[src/rtl/dge_pkg.sv]
// Shared types and constants of the diagonal gradient edge unit.
package dge_pkg;

  localparam int MAX_WIDTH  = 1024;
  localparam int COL_W      = $clog2(MAX_WIDTH);
  localparam int CFG_W      = 11;
  localparam int PIX_W      = 24;
  localparam int LINE_W     = 2 * PIX_W;
  localparam int CH_W       = 8;
  localparam int NUM_CH     = 3;
  localparam int POS_W      = 10;
  localparam int EDGE_W     = 8;
  localparam int KSUM_W     = 11;
  localparam int TOT_W      = 18;
  localparam int OBUF_DEPTH = 8;
  localparam int OBUF_AW    = $clog2(OBUF_DEPTH);
  localparam int OBUF_CW    = $clog2(OBUF_DEPTH + 1);

  localparam logic [CFG_W-1:0] WIDTH_RESET = CFG_W'(640);
  localparam logic [CFG_W-1:0] WIDTH_MIN   = CFG_W'(3);
  localparam logic [CFG_W-1:0] WIDTH_MAX   = CFG_W'(MAX_WIDTH);
  localparam logic [POS_W-1:0] ROW_LIMIT   = POS_W'(1023);
  localparam logic [TOT_W-1:0] EDGE_LIMIT  = TOT_W'(255);

  typedef logic [PIX_W-1:0] pixel_t;
  typedef logic [2:0][2:0][PIX_W-1:0] window_t;

  typedef struct packed {
    logic [POS_W-1:0] row;
    logic [POS_W-1:0] col;
  } meta_t;

  typedef struct packed {
    logic [EDGE_W-1:0] edge_value;
    logic [POS_W-1:0]  row;
    logic [POS_W-1:0]  col;
  } result_t;

  typedef struct packed {
    logic clearing;
    logic s1_busy;
    logic win_busy;
  } lw_status_t;

endpackage

[src/rtl/dge_obuf.sv]
// Result buffer between the pipeline and the output channel.
module dge_obuf (
  input  logic                        clk,
  input  logic                        rst_n,
  input  logic                        push,
  input  dge_pkg::result_t            push_data,
  output logic                        out_valid,
  input  logic                        out_ready,
  output dge_pkg::result_t            out_data,
  output logic [dge_pkg::OBUF_CW-1:0] count
);

  dge_pkg::result_t            mem_r [dge_pkg::OBUF_DEPTH];
  logic [dge_pkg::OBUF_AW-1:0] wr_ptr_r, rd_ptr_r;
  logic [dge_pkg::OBUF_CW-1:0] cnt_r, cnt_nxt;
  logic                        pop;

  assign out_valid = (cnt_r != '0);
  assign pop       = out_valid & out_ready;
  assign out_data  = mem_r[rd_ptr_r];
  assign count     = cnt_r;

  always_comb begin
    cnt_nxt = cnt_r;
    unique case ({push, pop})
      2'b10:   cnt_nxt = cnt_r + dge_pkg::OBUF_CW'(1);
      2'b01:   cnt_nxt = cnt_r - dge_pkg::OBUF_CW'(1);
      default: cnt_nxt = cnt_r;
    endcase
  end

  always_ff @(posedge clk) begin
    if (!rst_n) begin
      wr_ptr_r <= '0;
      rd_ptr_r <= '0;
      cnt_r    <= '0;
    end else begin
      cnt_r <= cnt_nxt;
      if (push) begin
        wr_ptr_r <= wr_ptr_r + dge_pkg::OBUF_AW'(1);
      end
      if (pop) begin
        rd_ptr_r <= rd_ptr_r + dge_pkg::OBUF_AW'(1);
      end
    end
  end

  always_ff @(posedge clk) begin
    if (push) begin
      mem_r[wr_ptr_r] <= push_data;
    end
  end

  a_no_push_when_full: assert property (
    @(posedge clk) disable iff (!rst_n)
    push |-> (cnt_r != dge_pkg::OBUF_CW'(dge_pkg::OBUF_DEPTH))
  ) else $error("result pushed into full buffer");

  a_count_in_range: assert property (
    @(posedge clk) disable iff (!rst_n)
    cnt_r <= dge_pkg::OBUF_CW'(dge_pkg::OBUF_DEPTH)
  ) else $error("result buffer count out of range");

endmodule

[config.mk]
export PLATFORM = sky130hd
export DESIGN_NAME = dge_obuf
export DESIGN_NICKNAME = d
export VERILOG_FILES = /design/src/rtl/dge_pkg.sv /design/src/rtl/dge_obuf.sv
export SDC_FILE = /design/constraint.sdc
export NUM_CORES = 1
export LEC_CHECK = 0
export ABC_AREA = 1
export BUFFER_PORTS_ARGS = -buffer_cell sky130_fd_sc_hd__buf_2
export CAP_MARGIN = 10
export CORE_ASPECT_RATIO = 1.1
export CORE_MARGIN = 2
export CORE_UTILIZATION = 40
export DETAILED_ROUTE_END_ITERATION = 6
export PLACE_DENSITY = 0.58
export REMOVE_ABC_BUFFERS = 1
export SETUP_SLACK_MARGIN = 0.05
export SLEW_MARGIN = 10
export SYNTH_ARGS = -nofsm -noshare
export SYNTH_HDL_FRONTEND = slang
export SYNTH_SLANG_ARGS = --single-unit
[constraint.sdc]
create_clock -name clk -period 2.9 [get_ports clk]
set_input_delay 0 -clock clk [delete_from_list [all_inputs] [get_ports clk]]
set_output_delay 0 -clock clk [all_outputs]
set_load 0.03 [all_outputs]
==> flow_summary.toml, run 1 <==
[run_status]
status = "completed"

[place]
routabilityCongestion = 0.709
portBuffers = 64
place_inst = 1061
placed_cell_area_um2 = 10100
dp_hpwl_um = 10400

[layout]
multi_input_area_um2 = 2130
fin_area_um2 = 11200
fillerInstances = 2019
drive_gt1_share_pct = 15.3
layout.cells.non_filler = 1138
utilization_pct = 49.0
fin_nets = 856
seqCellArea_um2 = 6990
area_growth_pct = 19.7

[timing]
max_freq_mhz = 419
final.setup_skew_ns = 0.0156
rsz0062_at_grt = "no"
fin_crit_sh_pct = 82.3
worst_pin_slew_ns = 0.723
hold_violations = 0
max_slew_margin_pct = 51.8
setup_viol = 0
tns_ns = 0
min_period_ns = 2.39
slew_viol_final = 0
whs_ns = 0.291

[synth]
synth_warnings = 0
yosysTopAreaCellShare_pct = 71.7
ys_top_cells_by_area = "edfxtp_1 72%, nor2_1 5.0%, o21ai_0 4.9%"
syn_area_per_cell_um2 = 13.0
netlist_area_um2 = 9380
synth_seq_cells = 237
netlist.top_cell.by_area = "edfxtp_1"
seq_area_frac_synth_pct = 74.5
yosysUniqueCellTypes = 24
postSynthCellCount = 719

[detailed_routing]
wl_per_cell_um = 16.8
dr_total_vias = 5689
routed_via_density = 5.00
wl_um = 19100
drt_first_pass_iters = 4
drcViolationCount = 0
drtIter0Drc = 334
postRouteAntennaNets = 0

[clock_network]
cts_tree = "built"
cts_htree_levels = 1
clock_latency_ns = 0.51
clk_pin_slew_worst_paths_ns = 0.06
cts_resized = 0
cts_sinks = 237
clockBufferDepth = 3
post_cts_buffers = 0
cts_root_buf = "clkbuf_16"
cts_hold_buf = 32
cts_buffers = 24

[critical_path]
critPathMaxFanout = 35
crit_chain = "buf_4, o21ai_0, o22ai_1, nand2_1, nand2_1, buf_2"
arrival_ns = 2.39
cp_common_cell = "nand2_1"
crit_required_ns = 2.90
path_class = "flip-flop to output pin"
end_kind = "output pin"
max_stage_delay_ns = 0.65
crit_slowest_cell = "dfxtp_4"
cp-start-kind = "flip-flop"

[global_routing]
track_usage_pct = 15.7
antenna_found_initial = 1
grt_pass1_wl_um = 29700
grt_overflow = 0
grt_pass1_vias = 5523
grt_max_degree = 54

[power_and_ir_drop]
p_sw_share_pct = 31.5
switchingPower_uw = 3010
pwr-share-clk_pct = 32.1
power_density_nw_per_um2 = 851
internal_power_uw = 6550
comb_power_share_pct = 25.4
p_leak_uw = 0.00396
ir_drop_mv = 0.487
pwr-share-seq_pct = 42.5

[floorplanning]
fp.dieW_um = 150
dieHeight_um = 165
die-area_um2 = 24700
start_util_pct = 40.9
core_um2 = 22900
ios = 65
rows = 58

[hold_path]
hp-class = "input port to flip-flop"

[flow_run]
maxCapViolCount = 0
## power groups by stage
stage	clock network, uW	logic [uW]	registers, uW
6_report	3070	2430	4060
5_1_grt	3280	2690	4090
4_1_cts	3130	2450	4060
3_5_place_dp	0	2410	4130
3_3_place_gp	0	2390	4130
2_1_floorplan	0	1520	4250
## layout make-up
cell class                 count  area share [%]
clock buffer                  34            5.96
multi-input combinational    425            18.9
tap                          300            3.34
inverter                      19           0.635
antenna                        1          0.0223
timing repair buffer         112            7.66
sequential                   237            62.2
clock inverter                10            1.19
## worst max-delay path, delay by kind of cell (launching register included)
family	cells	cell delay, ns
compound gates	2	0.39
buf+inv	2	0.66
flops	1	0.65
simple gates	2	0.16
## flip-flops by register name, indices dropped and copies added, names as in the netlist, named ones only
signal and cells:
rd_ptr_r 3, wr_ptr_r 3, mem_r 224, count 4
## logic make-up (layout without fill, tap and decap cells)
group           Yosys count  count (layout)  synth area share, %
compound gates          159             159                 8.85
xor+xnor                  2               2                0.187
fa+ha+maj                 5               5                0.667
buf+inv                  57             175                 3.49
flops                   237             237                 74.5
mux                      28              28                 2.99
other cells               0               1                    0
simple gates            231             231                 9.35
## final timing paths
check	from	end	cells after the start	slack, ns
setup reg to reg	count[0]	count[2]	13	0.98
hold / removal	push_data[9]	mem_r[1][9]	2	0.29
setup / recovery	flip-flop	out_data[14]	6	0.51
hold reg to reg	rd_ptr_r[0]	rd_ptr_r[0]	1	0.49
## placed cells by master (no fill, tap or decap), types with 2 or more instances in the layout
cell type      count
clkinv_4           2
nor2_1           117
inv_1             17
bufinv_16          3
a21oi_1           10
clkbuf_1           8
buf_4              8
buf_2             64
dfxtp_4            2
clkinv_2           3
nor2_4             8
o21ai_1           30
clkbuf_16         25
mux2i_1           28
nand3_1            3
buf_12             8
inv_2              2
o21ai_0           91
dfxtp_1           11
o22ai_1           28
ha_1               5
dlygate4sd3_1     32
nand2_1          100
xnor2_1            2
edfxtp_1         224
## stage by stage
stage / power, uW / setup WS, ns
6_report: 9560 / 0.514
5_1_grt: 10100 / 0.323
4_1_cts: 9650 / 0.482
3_5_place_dp: 6540 / 0.969
3_3_place_gp: 6520 / 1.02
2_1_floorplan: 5770 / -1.21
## cells in the mapped netlist
master,count
edfxtp_1,224
nor2_1,125
nand2_1,100
o21ai_0,91
o21ai_1,30
mux2i_1,28
o22ai_1,28
inv_1,17
dfxtp_1,13
buf_2,12
clkbuf_1,12
a21oi_1,10
ha_1,5
buf_4,4
buf_8,4
buf_6,3
nand3_1,3
buf_1,2
inv_2,2
xnor2_1,2
buf_12,1
nand4_1,1
nor3_1,1
or2_2,1
## routing by layer
layer  wire length, um  GRT usage, %
met1              8710          21.5
met2              8960          26.1
met3              1180          2.85
met4               294          3.95
met5                 0             0
(Power assumes the default switching activity.)
==> inputs of run 2 (changes only) <==
Clock period 2.9 ns to 2.5 ns, I/O delays scaled along.
==> flow_summary.toml, run 2 (synthesis gave the netlist of run 1 again) <==
[run_status]
status = "completed"

[place]
routabilityCongestion = 0.765
dp_hpwl_um = 9890
placed_cell_area_um2 = 10100
portBuffers = 64

[floorplanning]
start_util_pct = 40.9
ios = 65
rows = 58
core_um2 = 22900
die-area_um2 = 24700
fp.dieW_um = 150
dieHeight_um = 165

[flow_run]
maxCapViolCount = 0

[global_routing]
antenna_found_initial = 0
grt_overflow = 0
grt_pass1_vias = 5459
grt_pass1_wl_um = 29200
track_usage_pct = 15.2
grt_max_degree = 63

[detailed_routing]
drt_first_pass_iters = 4
routed_via_density = 4.96
wl_um = 18800
postRouteAntennaNets = 0
drcViolationCount = 0
wl_per_cell_um = 16.5
dr_total_vias = 5657
drtIter0Drc = 274

[timing]
rsz0062_at_grt = "no"
fin_crit_sh_pct = 88.2
tns_ns = 0
setup_viol = 0
whs_ns = 0.291
hold_violations = 0
max_slew_margin_pct = 52.4
final.setup_skew_ns = 0.00813
min_period_ns = 2.20
slew_viol_final = 0
worst_pin_slew_ns = 0.713
max_freq_mhz = 454

[layout]
diodes = 0
fin_nets = 860
largest_register_ffs = 224
most-common-layout-cells = "224 x edfxtp_1, 117 x nor2_1, 100 x nand2_1, 91 x o21ai_0, 64 x buf_2"
drive_gt1_share_pct = 15.5
fin_area_um2 = 11200
area_growth_pct = 19.1
top_register = "mem_r"
layout_commonest_cell = "edfxtp_1"
fillerInstances = 2032

[clock_network]
cts_sinks = 237
clockBufferDepth = 3
cts_buffers = 24
clk_pin_slew_worst_paths_ns = 0.06
cts_tree = "built"
clock_latency_ns = 0.50
cts_htree_levels = 1
cts_resized = 0
cts_root_buf = "clkbuf_16"

[power_and_ir_drop]
power_density_nw_per_um2 = 973
ir_drop_mv = 0.738
p_leak_uw = 0.00395

[hold_path]
hp-class = "input port to flip-flop"

[critical_path]
cp-start-kind = "flip-flop"
arrival_ns = 2.20
crit_required_ns = 2.50
cp_common_cell = "nand2_1"
crit_buf_inv = 3
crit_chain = "inv_2, buf_4, o21ai_0, o21ai_1, nand2_1, nand2_1, buf_2"
end_kind = "output pin"
crit_slowest_cell = "dfxtp_4"
max_stage_delay_ns = 0.44
cp_top_family = "buffers and inverters"
path_class = "flip-flop to output pin"
critPathMaxFanout = 48
==> run 2: changes by cell type in the layout (fill, tap and decap cells not counted), moves of 3 or more <==
| cell | delta |
|---|---|
| buf_12 | -5 |
| bufinv_16 | -3 |
| clkbuf_8 | +4 |
| buf_4 | +6 |
==> run 2: cell type report <==
type | count | area, um2 | area share, %
sequential | 237 | 6990 | 62.6
inverter | 19 | 71.3 | 0.638
timing repair buffer | 116 | 853 | 7.64
clock inverter | 8 | 36.3 | 0.325
tap | 300 | 375 | 3.36
multi-input combinational | 425 | 2130 | 19.0
clock buffer | 36 | 717 | 6.42
==> run 2: final timing paths <==
check | end | start | slack, ns | cells after the start
max reg2reg | flip-flop | count[0] | 0.34 | 8
min reg2reg | rd_ptr_r[0] | rd_ptr_r[0] | 0.49 | 1
max | out_data[0] | flip-flop | 0.30 | 7
min | mem_r[1][21] | push_data[21] | 0.29 | 2
==> run 2: layer usage <==
| layer | track usage (%) | routed length (um) | share of wire, % |
|---|---|---|---|
| met1 | 20.7 | 8670 | 46 |
| met2 | 25.8 | 8980 | 48 |
| met3 | 2.49 | 895 | 4.8 |
| met4 | 3.69 | 236 | 1.3 |
| met5 | 0 | 0 | 0 |
==> run 2: metrics by stage <==
stage / worst slack (ns) / cells / utilization, % / total power [uW]
floorplan: -1.61 / 681 / - / 6690
global placement: 0.625 / 1062 / 43.8 / 7530
detailed placement: 0.559 / 1062 / 43.8 / 7550
CTS: 0.205 / 1140 / 48.6 / 10900
global route: 0.124 / 1141 / 48.7 / 11500
finish: 0.296 / 1141 / 48.7 / 10900
==> run 2: what timing repair did <==
action / in CTS / in global routing
hold buffers: 34 / 0
setup endpoints to repair: 0 / 1
buffers inserted: 0 / 1
endpoints found under the hold margin: 237 / 0
==> run 2: worst reg2reg max path: cells and delay by family (launching register included) <==
family,cells,cell delay (ns)
AND/OR/NAND/NOR,4,0.36
buffers and inverters,3,1.20
flip-flops,1,0.37
AO/OA/AOI/OAI,1,0.17
==> run 2: power breakdown <==
| part | internal (uW) | switching [uW] | leakage [uW] |
|---|---|---|---|
| logic | 931 | 1950 | 0.00144 |
| clock network | 1970 | 1370 | 0.000375 |
| registers | 4490 | 162 | 0.00214 |
==> inputs of run 3 (changes only) <==
Settings changed: CORE_ASPECT_RATIO 1.1 to 1.4.
Clock period 2.5 ns to 2.1 ns, I/O delays scaled along.
==> flow_summary.toml, run 3 (synthesis gave the netlist of run 1 again) <==
[floorplanning]
rows = 66
ios = 65
fp.dieW_um = 133
dieHeight_um = 185
die-area_um2 = 24700
core_um2 = 23100
start_util_pct = 40.6

[layout]
multi_input_area_um2 = 2130
fin_nets = 863
fillerInstances = 2031
seqCellArea_um2 = 7000
layout_commonest_cell = "edfxtp_1"
area_growth_pct = 21.1
layout.cells.non_filler = 1149
top_register = "mem_r"
fin_area_um2 = 11400
largest_register_ffs = 224
most-common-layout-cells = "224 x edfxtp_1, 117 x nor2_1, 100 x nand2_1, 91 x o21ai_0, 64 x buf_2"
drive_gt1_share_pct = 16.5

[critical_path]
end_kind = "flip-flop"
cp-start-kind = "flip-flop"
r2r_cells = 13
critPathMaxFanout = 6
arrival_ns = 2.33
crit_required_ns = 2.49
path_class = "flip-flop to flip-flop"

[timing]
finalWorstSetupSlack_ns = 0.167
setup_viol = 0
hold_violations = 0
slew_viol_final = 0
final.setup_skew_ns = 0.00520
max_slew_margin_pct = 74.2
tns_ns = 0
rsz0062_at_grt = "yes"
fin_crit_sh_pct = 92.0
max_freq_mhz = 517
min_period_ns = 1.93
worst_pin_slew_ns = 0.386

[global_routing]
grt_pass1_vias = 5788
grt_overflow = 0
antenna_found_initial = 1
grt_pass1_wl_um = 30400
track_usage_pct = 15.7
grt_max_degree = 46

[clock_network]
clk_pin_slew_worst_paths_ns = 0.06
clock_latency_ns = 0.50
cts_tree = "built"
cts_buffers = 23
cts_htree_levels = 1
cts_sinks = 237
cts_root_buf = "clkbuf_16"
clockBufferDepth = 3

[detailed_routing]
wl_per_cell_um = 16.8
drt_first_pass_iters = 6
drcViolationCount = 0
drtIter0Drc = 310
wl_um = 19300
dr_total_vias = 5700
routed_via_density = 4.96
postRouteAntennaNets = 0

[hold_path]
hold_depth = 2
hp-class = "input port to flip-flop"

[place]
portBuffers = 64
pre_cts_ws_ns = 0.101
placed_cell_area_um2 = 10200
place_inst = 1074
dp_hpwl_um = 10600
routabilityCongestion = 0.727

[run_status]
status = "completed"

[power_and_ir_drop]
ir_drop_mv = 0.626
power_density_nw_per_um2 = 1170
p_leak_uw = 0.00400

[flow_run]
maxCapViolCount = 0
## run 3: changes by cell type in the layout (fill, tap and decap cells not counted), sizes merged
| cell | before | now |
|---|---|---|
| buf | 82 | 88 |
| bufinv | 0 | 4 |
| clkbuf | 36 | 27 |
| clkinv | 8 | 7 |
| clkinvlp | 0 | 3 |
| diode | 0 | 1 |
| dlygate4sd3 | 34 | 32 |
## run 3: metrics by stage
step           utilization (%)  power [uW]  hold WS, ns
3_5_place_dp              44.2        9130        0.270
4_1_cts                   49.0       13400        0.295
6_report                  49.2       13300        0.304
5_1_grt                   49.2       14000        0.317
2_1_floorplan                -        7960       0.0989
3_3_place_gp              44.2        9070        0.267
## run 3: layout make-up
type | instances | share of cell area [%]
Antenna cell | 1 | 0.0220
Multi-Input combinational cell | 425 | 18.8
Inverter | 19 | 0.671
Sequential cell | 237 | 61.5
Timing Repair Buffer | 120 | 8.74
Tap cell | 306 | 3.37
Clock inverter | 14 | 1.51
Clock buffer | 27 | 5.37
## run 3: per-layer routing
layer | vias to the layer above | global-route usage (%) | wire length [um]
met3 | 30 | 2.38 | 994
met5 | - | 0 | 0
li1 | 2798 | - | -
met1 | 2762 | 19.2 | 8000
met4 | 0 | 4.47 | 395
met2 | 110 | 29.0 | 9890
## run 3: worst paths after layout
path	from	to	slack (ns)
max	count[2]	count[2]	0.17
min	push_data[5]	mem_r[0][5]	0.30
max reg2reg	count[2]	count[2]	0.17
min reg2reg	rd_ptr_r[0]	rd_ptr_r[0]	0.49
## run 3: what timing repair did
| item | in CTS | in global routing |
|---|---|---|
| buffers inserted | 1 | 0 |
| gates resized for setup | 1 | 10 |
| setup endpoints to repair | 6 | 18 |
| hold buffers | 32 | 0 |
| hold endpoints to repair | 237 | 0 |
## run 3: critical path, stage by stage (launching register included)
cell and delay (ns):
dfxtp_1 0.37, inv_1 0.09, nand4_1 0.11, nand2_1 0.11, inv_2 0.11, ha_2 0.21
nand2_1 0.06, inv_1 0.07, nor2_1 0.06, ha_1 0.21, a21oi_2 0.14, xnor2_1 0.09
o21ai_0 0.15, inv_1 0.05
## run 3: where the power goes
part | switching (uW) | internal [uW] | total [uW]
logic | 2420 | 1210 | 3630
registers | 141 | 5350 | 5490
clock network | 1650 | 2560 | 4220
