File: src/rtl/dge_pkg.sv
// Shared types and constants of the diagonal gradient edge unit.
package dge_pkg;

  localparam int MAX_WIDTH  = 1024;
  localparam int COL_W      = $clog2(MAX_WIDTH);
  localparam int CFG_W      = 11;
  localparam int PIX_W      = 24;
  localparam int LINE_W     = 2 * PIX_W;
  localparam int CH_W       = 8;
  localparam int NUM_CH     = 3;
  localparam int POS_W      = 10;
  localparam int EDGE_W     = 8;
  localparam int KSUM_W     = 11;
  localparam int TOT_W      = 18;
  localparam int OBUF_DEPTH = 8;
  localparam int OBUF_AW    = $clog2(OBUF_DEPTH);
  localparam int OBUF_CW    = $clog2(OBUF_DEPTH + 1);

  localparam logic [CFG_W-1:0] WIDTH_RESET = CFG_W'(640);
  localparam logic [CFG_W-1:0] WIDTH_MIN   = CFG_W'(3);
  localparam logic [CFG_W-1:0] WIDTH_MAX   = CFG_W'(MAX_WIDTH);
  localparam logic [POS_W-1:0] ROW_LIMIT   = POS_W'(1023);
  localparam logic [TOT_W-1:0] EDGE_LIMIT  = TOT_W'(255);

  typedef logic [PIX_W-1:0] pixel_t;
  typedef logic [2:0][2:0][PIX_W-1:0] window_t;

  typedef struct packed {
    logic [POS_W-1:0] row;
    logic [POS_W-1:0] col;
  } meta_t;

  typedef struct packed {
    logic [EDGE_W-1:0] edge_value;
    logic [POS_W-1:0]  row;
    logic [POS_W-1:0]  col;
  } result_t;

  typedef struct packed {
    logic clearing;
    logic s1_busy;
    logic win_busy;
  } lw_status_t;

endpackage

File: src/rtl/dge_kernel.sv
// Per-channel diagonal kernel sums and the running edge total.
module dge_kernel (
  input  logic             clk,
  input  logic             rst_n,
  input  dge_pkg::window_t win,
  input  logic             win_valid,
  input  dge_pkg::meta_t   win_meta,
  output logic             res_valid,
  output dge_pkg::result_t res,
  output logic             busy
);

  logic signed [dge_pkg::KSUM_W-1:0] ks_r [dge_pkg::NUM_CH];
  logic signed [dge_pkg::KSUM_W-1:0] ks_nxt [dge_pkg::NUM_CH];
  logic                              ks_v_r;
  dge_pkg::meta_t                    ks_meta_r;
  logic [dge_pkg::EDGE_W-1:0]        edge_val;

  always_ff @(posedge clk) begin
    if (!rst_n) begin
      ks_v_r <= 1'b0;
    end else begin
      ks_v_r <= win_valid;
    end
  end

  always_comb begin
    for (int c = 0; c < dge_pkg::NUM_CH; c++) begin
      ks_nxt[c] =
          $signed(dge_pkg::KSUM_W'(win[1][2][c*dge_pkg::CH_W +: dge_pkg::CH_W])
                + dge_pkg::KSUM_W'(win[2][1][c*dge_pkg::CH_W +: dge_pkg::CH_W])
                + (dge_pkg::KSUM_W'(win[2][2][c*dge_pkg::CH_W +: dge_pkg::CH_W]) << 1))
        - $signed(dge_pkg::KSUM_W'(win[0][1][c*dge_pkg::CH_W +: dge_pkg::CH_W])
                + dge_pkg::KSUM_W'(win[1][0][c*dge_pkg::CH_W +: dge_pkg::CH_W])
                + (dge_pkg::KSUM_W'(win[0][0][c*dge_pkg::CH_W +: dge_pkg::CH_W]) << 1));
    end
  end

  always_ff @(posedge clk) begin
    if (win_valid) begin
      for (int c = 0; c < dge_pkg::NUM_CH; c++) begin
        ks_r[c] <= ks_nxt[c];
      end
      ks_meta_r <= win_meta;
    end
  end

  // total + |total| is zero for a negative total and twice it otherwise
  always_comb begin
    logic signed [dge_pkg::TOT_W-1:0] tot;
    logic signed [dge_pkg::TOT_W-1:0] t;
    logic [dge_pkg::TOT_W-1:0]        fin;
    tot = '0;
    for (int c = 0; c < dge_pkg::NUM_CH; c++) begin
      t   = tot + dge_pkg::TOT_W'(ks_r[c]);
      tot = (t < 0) ? '0 : (t <<< 1);
    end
    fin      = dge_pkg::TOT_W'(tot) << 2;
    edge_val = (fin > dge_pkg::EDGE_LIMIT) ? '0 : fin[dge_pkg::EDGE_W-1:0];
  end

  assign res_valid      = ks_v_r;
  assign res.edge_value = edge_val;
  assign res.row        = ks_meta_r.row;
  assign res.col        = ks_meta_r.col;
  assign busy           = ks_v_r;

endmodule

File: config.mk
export PLATFORM = sky130hd
export DESIGN_NAME = dge_kernel
export DESIGN_NICKNAME = d
export VERILOG_FILES = /design/src/rtl/dge_pkg.sv /design/src/rtl/dge_kernel.sv
export SDC_FILE = /design/constraint.sdc
export NUM_CORES = 1
export LEC_CHECK = 0
export ABC_AREA = 1
export BUFFER_PORTS_ARGS = -buffer_cell sky130_fd_sc_hd__buf_2
export CAP_MARGIN = 10
export CORE_MARGIN = 5
export CORE_UTILIZATION = 35
export DETAILED_ROUTE_END_ITERATION = 10
export PLACE_DENSITY = 0.61
export SLEW_MARGIN = 20
export SYNTH_ARGS = -nofsm -noshare
export SYNTH_HDL_FRONTEND = slang
export SYNTH_SLANG_ARGS = --single-unit
File: constraint.sdc
create_clock -name clk -period 4.65 [get_ports clk]
set_clock_uncertainty 0.2 [all_clocks]
set_input_delay 0.6975 -clock clk [delete_from_list [all_inputs] [get_ports clk]]
set_output_delay 0.6975 -clock clk [all_outputs]
set_load 0.01 [all_outputs]
==> results.json, run 1 <==
{
  "synth-adder-area-share_pct": 40.6,
  "postRouteAntennaNets": 0,
  "die_height_um": 148,
  "drc": 0,
  "fin_crit_ps": 4750,
  "wirelength_um": 13500,
  "antenna_found_initial": 0,
  "synth_area_per_cell_um2": 9.01,
  "status": "finished with violations",
  "critPathLaunchType": "flip-flop",
  "path_clk_slew_ps": 80,
  "synthMuxAreaShare_pct": 0,
  "syn-instance-count": 736,
  "coreArea_um2": 18700,
  "final_layout_size_suffix_gt1_share_pct": 34.0,
  "worstPathMaxFanout": 7,
  "synth_most_common_cell": "inv_1",
  "report.final.setup_viol": 5,
  "whs_ps": 366,
  "gr-total-overflow": 0,
  "hp-start": "win_meta[14]",
  "cp.depth": 25,
  "min_path_cells": 1,
  "min_period_over_period_pct": 102,
  "drt_iter0_markers": 136,
  "crit_path_frequent_cell": "nand2_2",
  "synth_compound_area_share_pct": 4.08,
  "ioPinCount": 269,
  "power_density_nw_per_um2": 715,
  "grt_max_degree": 55,
  "io_buffer_count": 193,
  "p_leak_nw": 4.54,
  "cts_max_level": 2,
  "yosysWarningCount": 0,
  "row_count": 50,
  "cts_tree": "done",
  "die_w_um": 148,
  "ys_seq_elements": 54,
  "yosys.area_share.simple_pct": 15.5,
  "timing.slew.headroom_pct": 52.1,
  "tns_ps": -456,
  "hp-class": "input port to flip-flop",
  "num-nets-final": 1362,
  "grt_pass1_wl_um": 23000,
  "cts_buffers": 5,
  "fillCellCount": 1836,
  "max-cap-violations": 0,
  "synthArstFlopShare_pct": 0,
  "fin_cells": 1200,
  "vias_per_cell": 4.35,
  "synth_top_family_by_area": "adder cells",
  "drt-wirelength-per-cell_um": 11.2,
  "slowest_stage": "edfxtp_1",
  "synth_edf_count": 53,
  "ys.flop_type": "edfxtp_1",
  "dpl.hpwl_um": 11600,
  "max_freq_ghz": 0.211,
  "synth_area_leaders": "fa_1 (29%), edfxtp_1 (24%), ha_1 (12%), inv_1 (11%), nand2_1 (8.8%)",
  "clock_sinks": 54,
  "antenna_cells": 0,
  "cp-end-kind": "output pin",
  "synth_seq_area_share_pct": 24.3,
  "place.gp.congestion": 0.825,
  "cp.arrival_ps": 3850,
  "yosysTopAreaCell": "fa_1",
  "synthXorXnorAreaFrac_pct": 3.83,
  "synthesis.area_um2": 6630,
  "die_area_um2": 21800,
  "rsz0062_at_grt": "true",
  "vdd_drop_max_uv": 377,
  "synth_cell_types": 29,
  "area_growth_pct": 29.7,
  "synth_top_area_share_pct": 28.7,
  "cts_root_buf": "clkbuf_16",
  "cts_buffer_depth": 2,
  "synth_commonest_cells": "inv_1 (197), nand2_1 (156), fa_1 (95), ha_1 (63), edfxtp_1 (53)",
  "required_ps": 3750,
  "utilization_pct": 46.0,
  "grt_use_total_pct": 12.5,
  "failed_checks": "setup timing",
  "initial_core_util_pct": 35.4,
  "worst_slew_pin_slew_ps": 718,
  "grt_pass1_vias": 5338,
  "crit_family": "simple AND/OR/NAND/NOR gates",
  "final.setup.worst_slack_ps": -100,
  "place_inst": 1168,
  "first_pass_iters": 4,
  "critPathBufInv": 5,
  "path_class": "flip-flop to output pin",
  "max_stage_delay_ps": 500,
  "hold_violations": 0,
  "holdPathEnd": "res[14]$_DFFE_PP_",
  "slew_violations": 0,
  "vias": 5215
}
==> stage by stage <==
step	cell area (um2)	power, mW	setup WS, ps
6_report	8600	6.15	-100
5_1_grt	8600	6.87	-370
3_5_place_dp	7910	4.81	-3.90
3_3_place_gp	7910	4.77	49.9
2_1_floorplan	6640	3.96	387
4_1_cts	8370	5.73	-69.5
==> cells in the final DEF (no fill, tap or decap), types with 15 or more instances in the layout <==
cell type | netlist | routed
a21oi_1 | 27 | 21
xor2_1 | 26 | 26
fa_1 | 95 | 93
ha_1 | 63 | 50
nand3_1 | 27 | 22
buf_4 | 4 | 26
nand2_2 | 2 | 24
nor2_2 | 6 | 15
nand2_1 | 156 | 131
buf_2 | 0 | 191
inv_1 | 197 | 185
nor2_1 | 36 | 24
edfxtp_1 | 53 | 53
==> layer usage <==
metal  GRT usage [%]  vias up  wire, um
li1                -     2693         -
met1            15.7     2405      5640
met2            22.8      104      7080
met3            2.45       13       594
met4            2.05        0       158
met5               0        -         0
==> registers in the layout, summed over array words and instances (netlist names) <==
register	cells
ks_r	33
busy	1
res	20
==> cell type report <==
type / instances / area, um2 / share of cell area, %
clock buffer: 5 / 125 / 1.45
clock inverter: 3 / 28.8 / 0.335
inverter: 197 / 742 / 8.63
multi-input combinational: 484 / 4580 / 53.3
sequential: 54 / 1610 / 18.7
tap: 234 / 293 / 3.40
timing repair buffer: 223 / 1220 / 14.2
==> power breakdown <==
part / leakage, nW / switching, mW / internal (mW)
clock network: 0.0759 / 0.184 / 0.206
registers: 0.527 / 0.0968 / 0.820
logic: 3.94 / 2.73 / 2.11
==> worst max path at each step <==
stage | start | end
5_1_grt | ks_r[0][10]$_DFFE_PP_ | res[23]
2_1_floorplan | ks_r[0][10]$_DFFE_PP_ | res[23]
3_3_place_gp | ks_r[0][10]$_DFFE_PP_ | res[24]
3_5_place_dp | ks_r[0][10]$_DFFE_PP_ | res[24]
6_report | ks_r[0][10]$_DFFE_PP_ | res[23]
4_1_cts | ks_r[0][10]$_DFFE_PP_ | res[24]
==> cells by family (layout without fill, tap and decap cells) <==
| logic type | after synthesis | after routing |
|---|---|---|
| AO/OA/AOI/OAI | 48 | 48 |
| XOR/XNOR | 29 | 29 |
| adder cells (fa/ha/maj) | 158 | 158 |
| buffers and inverters | 202 | 428 |
| flip-flops | 54 | 54 |
| other | 1 | 5 |
| AND/OR/NAND/NOR | 244 | 244 |
==> timing repair <==
action / CTS / global route
setup endpoints to repair: 5 / 5
setup buffers: 17 / 7
hold buffers: 0 / 0
gates resized for setup: 46 / 49
pin swaps: 30 / 36
Note: power is estimated with default switching activity, not from simulation.
==> run 2: changes to the inputs <==
--- a/config.mk
+++ b/config.mk
@@ -11,7 +11,6 @@
 export CORE_MARGIN = 5
 export CORE_UTILIZATION = 35
 export DETAILED_ROUTE_END_ITERATION = 10
-export PLACE_DENSITY = 0.61
 export SLEW_MARGIN = 20
 export SYNTH_ARGS = -nofsm -noshare
 export SYNTH_HDL_FRONTEND = slang
==> results.json, run 2 (synthesis results as in run 1) <==
{
  "report.final.setup_viol": 2,
  "tns_ps": -27.9,
  "die_area_um2": 21800,
  "place_inst": 1168,
  "failed_checks": "setup timing",
  "min_path_cells": 1,
  "first_pass_iters": 4,
  "grt_use_total_pct": 12.4,
  "place_ws_ps": 5.71,
  "fin_cells": 1192,
  "cp.depth": 25,
  "drc": 0,
  "area_growth_pct": 30.7,
  "initial_core_util_pct": 35.4,
  "grt_max_degree": 55,
  "critPathBufInv": 5,
  "final_layout_size_suffix_gt1_share_pct": 35.1,
  "layout_commonest_cell": "buf_2",
  "die_height_um": 148,
  "row_count": 50,
  "hold_violations": 0,
  "hp-start": "win_meta[11]",
  "grt_pass1_wl_um": 22900,
  "crit_family": "simple AND/OR/NAND/NOR gates",
  "vdd_drop_max_uv": 457,
  "io_buffer_count": 193,
  "place.gp.congestion": 0.806,
  "worstPathMaxFanout": 7,
  "postRouteAntennaNets": 0,
  "required_ps": 3750,
  "max_stage_delay_ps": 500,
  "coreArea_um2": 18700,
  "grt_pass1_vias": 5282,
  "cts_buffers": 5,
  "crit_start": "ks_r[0][10]$_DFFE_PP_",
  "p_leak_nw": 4.52,
  "vias": 5187,
  "antenna_found_initial": 0,
  "max_freq_ghz": 0.214,
  "die_w_um": 148,
  "power_density_nw_per_um2": 746,
  "final_cell_mix": "buf_2 (193), inv_1 (184), nand2_1 (127), fa_1 (93), edfxtp_1 (53)",
  "cts_tree": "done",
  "cts_root_buf": "clkbuf_16",
  "drt_iter0_markers": 127,
  "worst_slew_pin_slew_ps": 700,
  "path_class": "flip-flop to output pin",
  "post_dp_cell_area_um2": 7910,
  "num-nets-final": 1354,
  "ioPinCount": 269,
  "timing.slew.headroom_pct": 53.3,
  "slowest_stage": "edfxtp_1",
  "cts_buffer_depth": 2,
  "clock_sinks": 54,
  "max-cap-violations": 0,
  "critPathLaunchType": "flip-flop",
  "vias_per_cell": 4.35,
  "slew_violations": 0,
  "regMostFlops": "ks_r",
  "fin_crit_ps": 4680,
  "wirelength_um": 13700,
  "dpl.hpwl_um": 11600,
  "hp-class": "input port to flip-flop",
  "crit_path_frequent_cell": "nand2_2",
  "path_clk_slew_ps": 80,
  "status": "finished with violations",
  "cp.arrival_ps": 3780,
  "final.setup.worst_slack_ps": -25.8,
  "gr-total-overflow": 0,
  "design_area_um2": 8660,
  "fillCellCount": 1779,
  "rsz0062_at_grt": "true",
  "min_period_over_period_pct": 101,
  "antenna_cells": 0,
  "cp-end-kind": "output pin",
  "largest_reg_flops": 33,
  "cts_max_level": 2,
  "whs_ps": 362,
  "drt-wirelength-per-cell_um": 11.5
}
==> run 2: area by class of cell <==
type                       count  area, um2  share of cell area (%)
sequential                    54       1610                    18.6
clock buffer                   5        125                    1.44
inverter                     197        742                    8.56
multi-input combinational    484       4720                    54.5
tap                          234        293                    3.38
clock inverter                 3       26.3                   0.303
timing repair buffer         215       1150                    13.2
==> run 2: final timing paths <==
| path | slack, ps | endpoint |
|---|---|---|
| worst max-delay path | -30 | res[24] |
| worst min-delay path | 360 | res[11]$_DFFE_PP_ |
==> run 2: routing by layer <==
layer	up-vias	part of all wire [%]	track usage, %
met5	-	0	0
met4	0	0.80	1.63
met3	7	3.5	2.08
met2	90	54	22.7
met1	2418	42	15.8
li1	2672	-	-
==> run 2: power by group <==
group          internal [mW]  switching, mW  leakage [nW]
clock network          0.205          0.192        0.0748
logic                   2.21           2.93          3.92
registers              0.821          0.108         0.527
total                   3.23           3.23          4.52
==> run 2: per-stage QoR <==
stage | power (mW) | utilization, %
6_report | 6.46 | 46.3
4_1_cts | 5.55 | 44.1
3_5_place_dp | 4.82 | 42.3
3_3_place_gp | 4.78 | 42.3
2_1_floorplan | 3.96 | -
5_1_grt | 7.18 | 46.3
==> run 2: repair_timing <==
action                                  in CTS  in global routing
pin swaps                                   22                 36
buffers inserted                             9                  7
gates resized for setup                     32                 90
endpoints found under the setup margin       5                  5
gates cloned                                 0                  0
hold buffers                                 0                  0
==> run 3: changes to the inputs <==
--- a/config.mk
+++ b/config.mk
@@ -6,11 +6,12 @@
 export NUM_CORES = 1
 export LEC_CHECK = 0
 export ABC_AREA = 1
-export BUFFER_PORTS_ARGS = -buffer_cell sky130_fd_sc_hd__buf_2
 export CAP_MARGIN = 10
 export CORE_MARGIN = 5
 export CORE_UTILIZATION = 35
 export DETAILED_ROUTE_END_ITERATION = 10
+export DONT_BUFFER_PORTS = 1
+export SETUP_SLACK_MARGIN = 0.2
 export SLEW_MARGIN = 20
 export SYNTH_ARGS = -nofsm -noshare
 export SYNTH_HDL_FRONTEND = slang
==> results.json, run 3 (synthesis results as in run 1) <==
{
  "required_ps": 3750,
  "path_class": "flip-flop to output pin",
  "report.final.setup_viol": 4,
  "cts_hold_buf": 0,
  "cts_root_buf": "clkbuf_16",
  "area_growth_pct": 14.1,
  "num-nets-final": 1165,
  "cp.arrival_ps": 3780,
  "first_pass_iters": 4,
  "die_height_um": 148,
  "cts_buffer_depth": 2,
  "grt_max_degree": 55,
  "path_clk_slew_ps": 80,
  "min_path_cells": 0,
  "place.gp.congestion": 0.858,
  "p_leak_nw": 3.75,
  "intPower_mw": 3.00,
  "worstPathMaxFanout": 7,
  "grt_pass1_wl_um": 20600,
  "largest_reg_flops": 33,
  "utilization_pct": 40.4,
  "row_count": 50,
  "antenna_found_initial": 0,
  "route.met3.wl_um": 513,
  "final.setup.worst_slack_ps": -31.8,
  "grt_pass1_vias": 4581,
  "layout_commonest_cell": "inv_1",
  "cts_buffers": 5,
  "power_frac_comb_pct": 77.8,
  "switchingPower_mw": 2.93,
  "initial_core_util_pct": 35.4,
  "status": "finished with violations",
  "drt-wirelength-per-cell_um": 12.5,
  "fillCellCount": 1815,
  "grt_use_total_pct": 11.3,
  "drc": 0,
  "coreArea_um2": 18700,
  "cts_max_level": 2,
  "wl_met1_um": 5310,
  "seqPwrFrac_pct": 15.7,
  "rsz0062_at_grt": "true",
  "final_cell_mix": "inv_1 (186), nand2_1 (138), fa_1 (93), edfxtp_1 (53), ha_1 (52)",
  "p_sw_share_pct": 49.5,
  "gr-total-overflow": 0,
  "post_dp_cell_area_um2": 6960,
  "max-cap-violations": 0,
  "tns_ps": -73.3,
  "slowest_stage": "edfxtp_1",
  "clkPwrFrac_pct": 6.5,
  "holdPathEnd": "res[11]$_DFFE_PP_",
  "top_layer": "met4",
  "io_buffer_count": 0,
  "slew_violations": 0,
  "die_w_um": 148,
  "routed-wl-met2_um": 6610,
  "max_freq_ghz": 0.214,
  "failed_checks": "setup timing",
  "ioPinCount": 269,
  "min_period_over_period_pct": 101,
  "vias": 4491,
  "crit_path_frequent_cell": "nand2_1",
  "cp-end-kind": "output pin",
  "fin_crit_ps": 4680,
  "cts_tree": "done",
  "vdd_drop_max_uv": 401,
  "max_stage_delay_ps": 510,
  "regMostFlops": "ks_r",
  "final_layout_size_suffix_gt1_share_pct": 15.6,
  "wirelength_um": 12500,
  "die_area_um2": 21800,
  "power_density_nw_per_um2": 785,
  "dpl.hpwl_um": 10700,
  "critPathLaunchType": "flip-flop",
  "place_inst": 977,
  "drt_iter0_markers": 147,
  "fin_cells": 1003,
  "antenna_cells": 0,
  "hold_violations": 0,
  "hp-start": "win_meta[11]",
  "postRouteAntennaNets": 0,
  "hp-class": "input port to flip-flop",
  "vias_per_cell": 4.48,
  "design_area_um2": 7560,
  "clock_sinks": 54
}
run 3: cell types whose count changed in the layout (fill, tap and decap cells not counted), sizes merged:
| cell | change |
|---|---|
| clkinv | +1 |
| inv | -1 |
| buf | -189 |
run 3: timing repair:
action	4_1_cts	5_1_grt
setup endpoints to repair	5	5
setup buffers	14	4
gates resized for setup	47	34
pin swaps	20	19
gates cloned	0	0
run 3: critical path: cells and delay by family (launching register included):
kind / cells / cell delay, ps
buf+inv: 5 / 560
simple gates: 21 / 1900
flops: 1 / 510
fa+ha+maj: 2 / 520
run 3: power groups by stage:
stage	Clock [mW]	Sequential [mW]	Combinational, mW
global placement	0	0.925	3.79
floorplan	0	0.879	3.08
finish	0.386	0.930	4.62
detailed placement	0	0.927	3.81
global route	0.420	0.948	5.28
CTS	0.402	0.929	4.30
run 3: cell type report:
class                   count  area, um2  area share, %
clock buffers               5        125           1.65
multi-input cells         484       4560           60.3
inverters                 197        742           9.81
flip-flops and latches     54       1610           21.3
clock inverters             3       28.8          0.381
well taps                 234        293           3.87
repair buffers             26        199           2.63
run 3: worst max-delay path by stage:
stage                           from      end  slack, ps  cells after the start
6_report       ks_r[0][10]$_DFFE_PP_  res[26]        -30                     28
5_1_grt        ks_r[0][10]$_DFFE_PP_  res[26]       -370                     28
4_1_cts        ks_r[0][10]$_DFFE_PP_  res[27]        -50                     28
3_5_place_dp   ks_r[0][10]$_DFFE_PP_  res[27]         50                     28
3_3_place_gp   ks_r[0][10]$_DFFE_PP_  res[26]         70                     28
2_1_floorplan  ks_r[0][10]$_DFFE_PP_  res[23]        390                     28
run 3: metal layers:
layer / up-vias / track usage (%)
met5: - / 0
met3: 7 / 1.99
met4: 0 / 1.63
li1: 2294 / -
met1: 2084 / 14.5
met2: 106 / 20.6
run 3: stage by stage:
step	total power [mW]	setup WS, ps	hold WS (ps)
after floorplan	3.96	387	591
after global placement	4.71	71.2	596
after detailed placement	4.74	50.0	596
after CTS	5.63	-50.2	279
after global routing	6.65	-371	273
final	5.93	-31.8	288
